**src/hw/rtl/sobmag_pkg.sv**
```systemverilog
// Shared types and constants for the Sobel edge magnitude block.
package sobmag_pkg;

    // Pixel and result widths
    localparam int PIX_W   = 8;
    localparam int CFG_W   = 13;
    localparam int CFG_IDX_W = 4;
    localparam int ROW_W   = 12;
    localparam int HEIGHT_LIMIT = 4096;

    // Gradients lie in -1020..1020, squares sum below 2^21
    localparam int GRAD_W  = 11;
    localparam int SQ_W    = 21;

    // Square root unit: 16-bit radicand, 8-bit root
    localparam int RAD_W   = 16;
    localparam int ROOT_W  = 8;
    localparam logic [RAD_W-1:0] RAD_TOP_BIT = 16'h4000;

    localparam logic [PIX_W-1:0] MAG_SAT = 8'd255;

    // Configuration register indexes
    localparam logic [CFG_IDX_W-1:0] REG_IMAGE_WIDTH  = 4'd0;
    localparam logic [CFG_IDX_W-1:0] REG_IMAGE_HEIGHT = 4'd1;

    // Per-pixel sequencer
    typedef enum logic [6:0] {
        S_IDLE   = 7'b0000001,
        S_READ   = 7'b0000010,
        S_GRAD   = 7'b0000100,
        S_SQUARE = 7'b0001000,
        S_RANGE  = 7'b0010000,
        S_ROOT   = 7'b0100000,
        S_OUT    = 7'b1000000
    } seq_state_t;

endpackage

```
**src/hw/rtl/sobmag_isqrt.sv**
```systemverilog
// Iterative integer square root, one result bit per cycle.
module sobmag_isqrt (
    input  logic                           clk,
    input  logic                           rst_n,
    input  logic                           start,
    input  logic [sobmag_pkg::RAD_W-1:0]   operand,
    output logic                           done,
    output logic [sobmag_pkg::ROOT_W-1:0]  root
);

    logic [sobmag_pkg::RAD_W-1:0] rem_reg,  rem_next;
    logic [sobmag_pkg::RAD_W-1:0] root_reg, root_next;
    logic [sobmag_pkg::RAD_W-1:0] bit_reg,  bit_next;
    logic                         busy_reg, busy_next;
    logic                         done_reg, done_next;
    logic [sobmag_pkg::RAD_W:0]   trial;

    assign trial = {1'b0, root_reg} + {1'b0, bit_reg};

    // Restoring step: subtract trial when it fits, shift the root
    always_comb
    begin
        rem_next  = rem_reg;
        root_next = root_reg;
        bit_next  = bit_reg;
        busy_next = busy_reg;
        done_next = 1'b0;
        if (start)
        begin
            rem_next  = operand;
            root_next = '0;
            bit_next  = sobmag_pkg::RAD_TOP_BIT;
            busy_next = 1'b1;
        end
        else if (busy_reg)
        begin
            if ({1'b0, rem_reg} >= trial)
            begin
                rem_next  = rem_reg - trial[sobmag_pkg::RAD_W-1:0];
                root_next = (root_reg >> 1) + bit_reg;
            end
            else
            begin
                root_next = root_reg >> 1;
            end
            bit_next = bit_reg >> 2;
            // last step once the trial bit reaches the bottom
            if (bit_reg == {{(sobmag_pkg::RAD_W-1){1'b0}}, 1'b1})
            begin
                busy_next = 1'b0;
                done_next = 1'b1;
            end
        end
    end

    always_ff @(posedge clk or negedge rst_n)
    begin
        if (!rst_n)
        begin
            busy_reg <= 1'b0;
            done_reg <= 1'b0;
        end
        else
        begin
            busy_reg <= busy_next;
            done_reg <= done_next;
        end
    end

    // Datapath, no reset needed
    always_ff @(posedge clk)
    begin
        rem_reg  <= rem_next;
        root_reg <= root_next;
        bit_reg  <= bit_next;
    end

    assign done = done_reg;
    assign root = root_reg[sobmag_pkg::ROOT_W-1:0];

endmodule

```
**config.mk**
```make
export PLATFORM = sky130hd
export DESIGN_NAME = sobmag_isqrt
export DESIGN_NICKNAME = d
export VERILOG_FILES = /design/src/hw/rtl/sobmag_pkg.sv /design/src/hw/rtl/sobmag_isqrt.sv
export SDC_FILE = /design/constraint.sdc
export NUM_CORES = 1
export LEC_CHECK = 0
export ABC_CLOCK_PERIOD_IN_PS = 6000
export BUFFER_PORTS_ARGS = -buffer_cell sky130_fd_sc_hd__buf_4
export CAP_MARGIN = 10
export CORE_MARGIN = 10
export CORE_UTILIZATION = 28
export CTS_CLUSTER_DIAMETER = 40
export DETAILED_ROUTE_END_ITERATION = 12
export GPL_TIMING_DRIVEN = 0
export SYNTH_ARGS = -nofsm -noshare
export SYNTH_HDL_FRONTEND = slang
export SYNTH_SLANG_ARGS = --single-unit
```
**constraint.sdc**
```tcl
create_clock -name clk -period 6 [get_ports clk]
set_input_delay 0.6 -clock clk [delete_from_list [all_inputs] [get_ports clk]]
set_output_delay 0.6 -clock clk [all_outputs]
set_load 0.01 [all_outputs]
```
==> impl_metrics.toml <==
[outcome]
outcome = "completed"

[layout]
fin_nets = 469
n_antenna_cell = 0
fin_util_pct = 32.83
stdcell_count = 563
n_fill_cell = 1258
design_area_sq_um = 3910
area_growth_pct = 16.04
layout-drive-gt1-share_pct = 14.66

[global_route]
grt_max_degree = 17
grt_pass1_vias = 2850
grt_overflow = 0
grt_antenna_before_repair = 0
grt.total_usage_pct = 10.09
grt_pass1_wl_um = 13940

[yosys]
synth_area_leaders = "dfxtp_1 14%, edfxtp_1 14%, ha_1 13%"
ys_warn_count = 0
synth_xor_area_share_pct = 7.798
synth_common_cells = "42 x nand2_1, 35 x nor2_1, 34 x ha_1"
synth-simple-area-share_pct = 17.34
synthFlopType = "dfxtp_1"
synth-seq-cells = 42
synth_compound_area_share_pct = 22.32
synth_top_area_share_pct = 14.26
synth_top_cell_by_area = "dfxtp_1"
synth.most_common_cell = "nand2_1"
synthArstFlopShare_pct = 4.762
synth_cell_types = 56
synth_fp_nets = 435
synthAdderAreaFrac_pct = 13.22
synth_top_family_by_area = "compound AO/OA/AOI/OAI gates"
avgSynthCellArea_sq_um = 8.844
seq_area_frac_synth_pct = 30.00
syn_area_sq_um = 3369
synth_edf_count = 16
netlist_instances = 381
synthMuxAreaShare_pct = 4.864

[sta]
fmax_mhz = 195.9
setup_viol = 0
setup_tns_ns = 0
slew_viol_final = 0
tightest_slew_ns = 0.9606
clock_skew_ns = 0.004522
period_minus_slack_ns = 5.105
finalCritPeriodShare_pct = 85.08
final_hold_viol_count = 0
max-slew-margin-rel_pct = 35.92
grt_setup_unrepaired = "false"

[place]
dp_hpwl_um = 6436
port_buffers = 27
gp_congestion = 0.8311
placedInstanceArea_sq_um = 3760
placed_cells = 555

[worst_setup_path]
end_kind = "flop"
path_buf_inv = 2
crit_fanout = 16
slowest_stage = "o21bai_2"
cp.depth = 16
cp.arrival_ns = 5.01
slowest_delay_ns = 0.75
crit_family = "compound AO/OA/AOI/OAI gates"
crit_required_ns = 5.91
critical_path_class = "flop to flop"
rr_worst_depth = 16
startpoint_type = "flop"
cp_cell_sequence = "ha_1, a31oi_1, o21bai_1, a31oi_1, o21ai_0, a31o_2, xnor2_1, ha_1, nand2_1, or4_4, nor3_2, or2_2, o211ai_4, buf_6, buf_4, o21bai_2"

[power]
leakage_nw = 1.683
max-vdd-ir-drop_v = 0.0001994
power_density_nw_per_um2 = 513.9

[floorplanning]
top_level_ports = 28
rows = 40
start_util_pct = 28.29
floorplan.die_area_sq_um = 16820
core_area_sq_um = 11910
dieWidth_um = 129.7
die_y_um = 129.7

[drt]
num_vias = 2885
routedWlPerCell_um = 14.82
first_pass_iters = 5
via_per_inst = 5.124
drc = 0
wl_um = 8345
drt_iter0_drc = 175
ant_nets = 0

[clock_tree]
cts.sinks = 42
root_buffer = "clkbuf_16"
cts_tree = "done"
cts-buffers-inserted = 5
post_cts_buffers = 0
htreeDepth = 2
clk_pin_slew_ns = 0.07
cts_resized = 0
clk_latency_ns = 0.28
cts_buffer_depth = 2
postCtsHoldBufs = 0

[hold_path]
min_path_type = "input pin to asynchronous set/reset pin"

[run]
cap_violations = 0
## cell families after synthesis
group	count (synthesis)
XOR/XNOR	30
multiplexers	16
buffers and inverters	29
AO/OA/AOI/OAI	105
AND/OR/NAND/NOR	124
flip-flops	42
adder cells (fa/ha/maj)	35
## metal layers
layer  vias up  global-route usage (%)  routed length (um)
met5         -                       0                   0
met4         0                   2.646                 121
met3        10                   1.947                 343
met2        52                   15.89                3784
met1      1350                   13.79                4095
li1       1473                       -                   -
## placed cells by master (no fill, tap or decap), types with 4 or more instances in the layout
cell type  instances
edfxtp_1          16
a21o_1            11
a211oi_1           4
nor2_1            35
or4_1              4
a32oi_1            5
nand2_1           42
ha_1              34
nor3_1             5
o21ai_0           23
dfxtp_1           24
a31oi_1            8
mux2i_1           13
o21a_1             5
o31ai_1            6
and3_1             4
xor2_1            16
o21ai_1            6
buf_4             36
clkbuf_16          5
clkbuf_1          12
o21bai_1           5
xnor2_1           14
nand2b_1           9
inv_1              7
a21oi_1           11
nand3_1           10
## layout make-up
cell class / instances / area [sq um] / share of cell area [%]
Clock buffer: 6 / 138.9 / 3.552
Sequential cell: 42 / 1011 / 25.86
Timing Repair Buffer: 27 / 202.7 / 5.184
Clock inverter: 2 / 11.26 / 0.2880
Inverter: 7 / 26.28 / 0.6720
Multi-Input combinational cell: 310 / 2212 / 56.58
Tap cell: 147 / 183.9 / 4.704
Buffer: 22 / 123.9 / 3.168
## power breakdown
part / switching (mW) / leakage, nW / total [mW] / internal (mW)
Sequential: 0.0874 / 0.384 / 0.517 / 0.430
Clock: 0.119 / 0.0772 / 0.284 / 0.165
Combinational: 0.666 / 1.22 / 1.21 / 0.541
Total: 0.873 / 1.68 / 2.01 / 1.14
## worst reg2reg max path: cells and delay by family, from the launching register on
family | cells | cell delay [ns]
xor gates and xnor gates | 1 | 0.13
buffers and inverters | 2 | 0.37
and+or+nand+nor | 4 | 0.96
AOI/OAI and AO/OA | 7 | 2.14
adders and majority gates | 2 | 0.65
DFF | 1 | 0.45
## worst paths after layout
path | slack, ns | startpoint | to
max reg2reg | 0.90 | root_reg[2] | rem_reg[14]
min in group clk | 0.52 | root_reg[0] | root_reg[0]
min reg2reg | 0.52 | root_reg[0] | root_reg[0]
max in group asynchronous | 5.83 | rst_n | done
max | 0.90 | root_reg[2] | rem_reg[14]
min | 0.08 | rst_n | busy_reg
## stage by stage
stage / hold slack (ns) / setup WS, ns / power [mW]
global placement: 0.3833 / 0.3290 / 1.699
CTS: 0.08048 / 0.8806 / 2.010
floorplan: 0.3044 / 1.403 / 1.452
detailed placement: 0.3842 / 0.9095 / 1.718
finish: 0.08312 / 0.8955 / 2.009
global route: 0.08260 / 0.5071 / 2.179
Power figures use the tool's default switching activity.
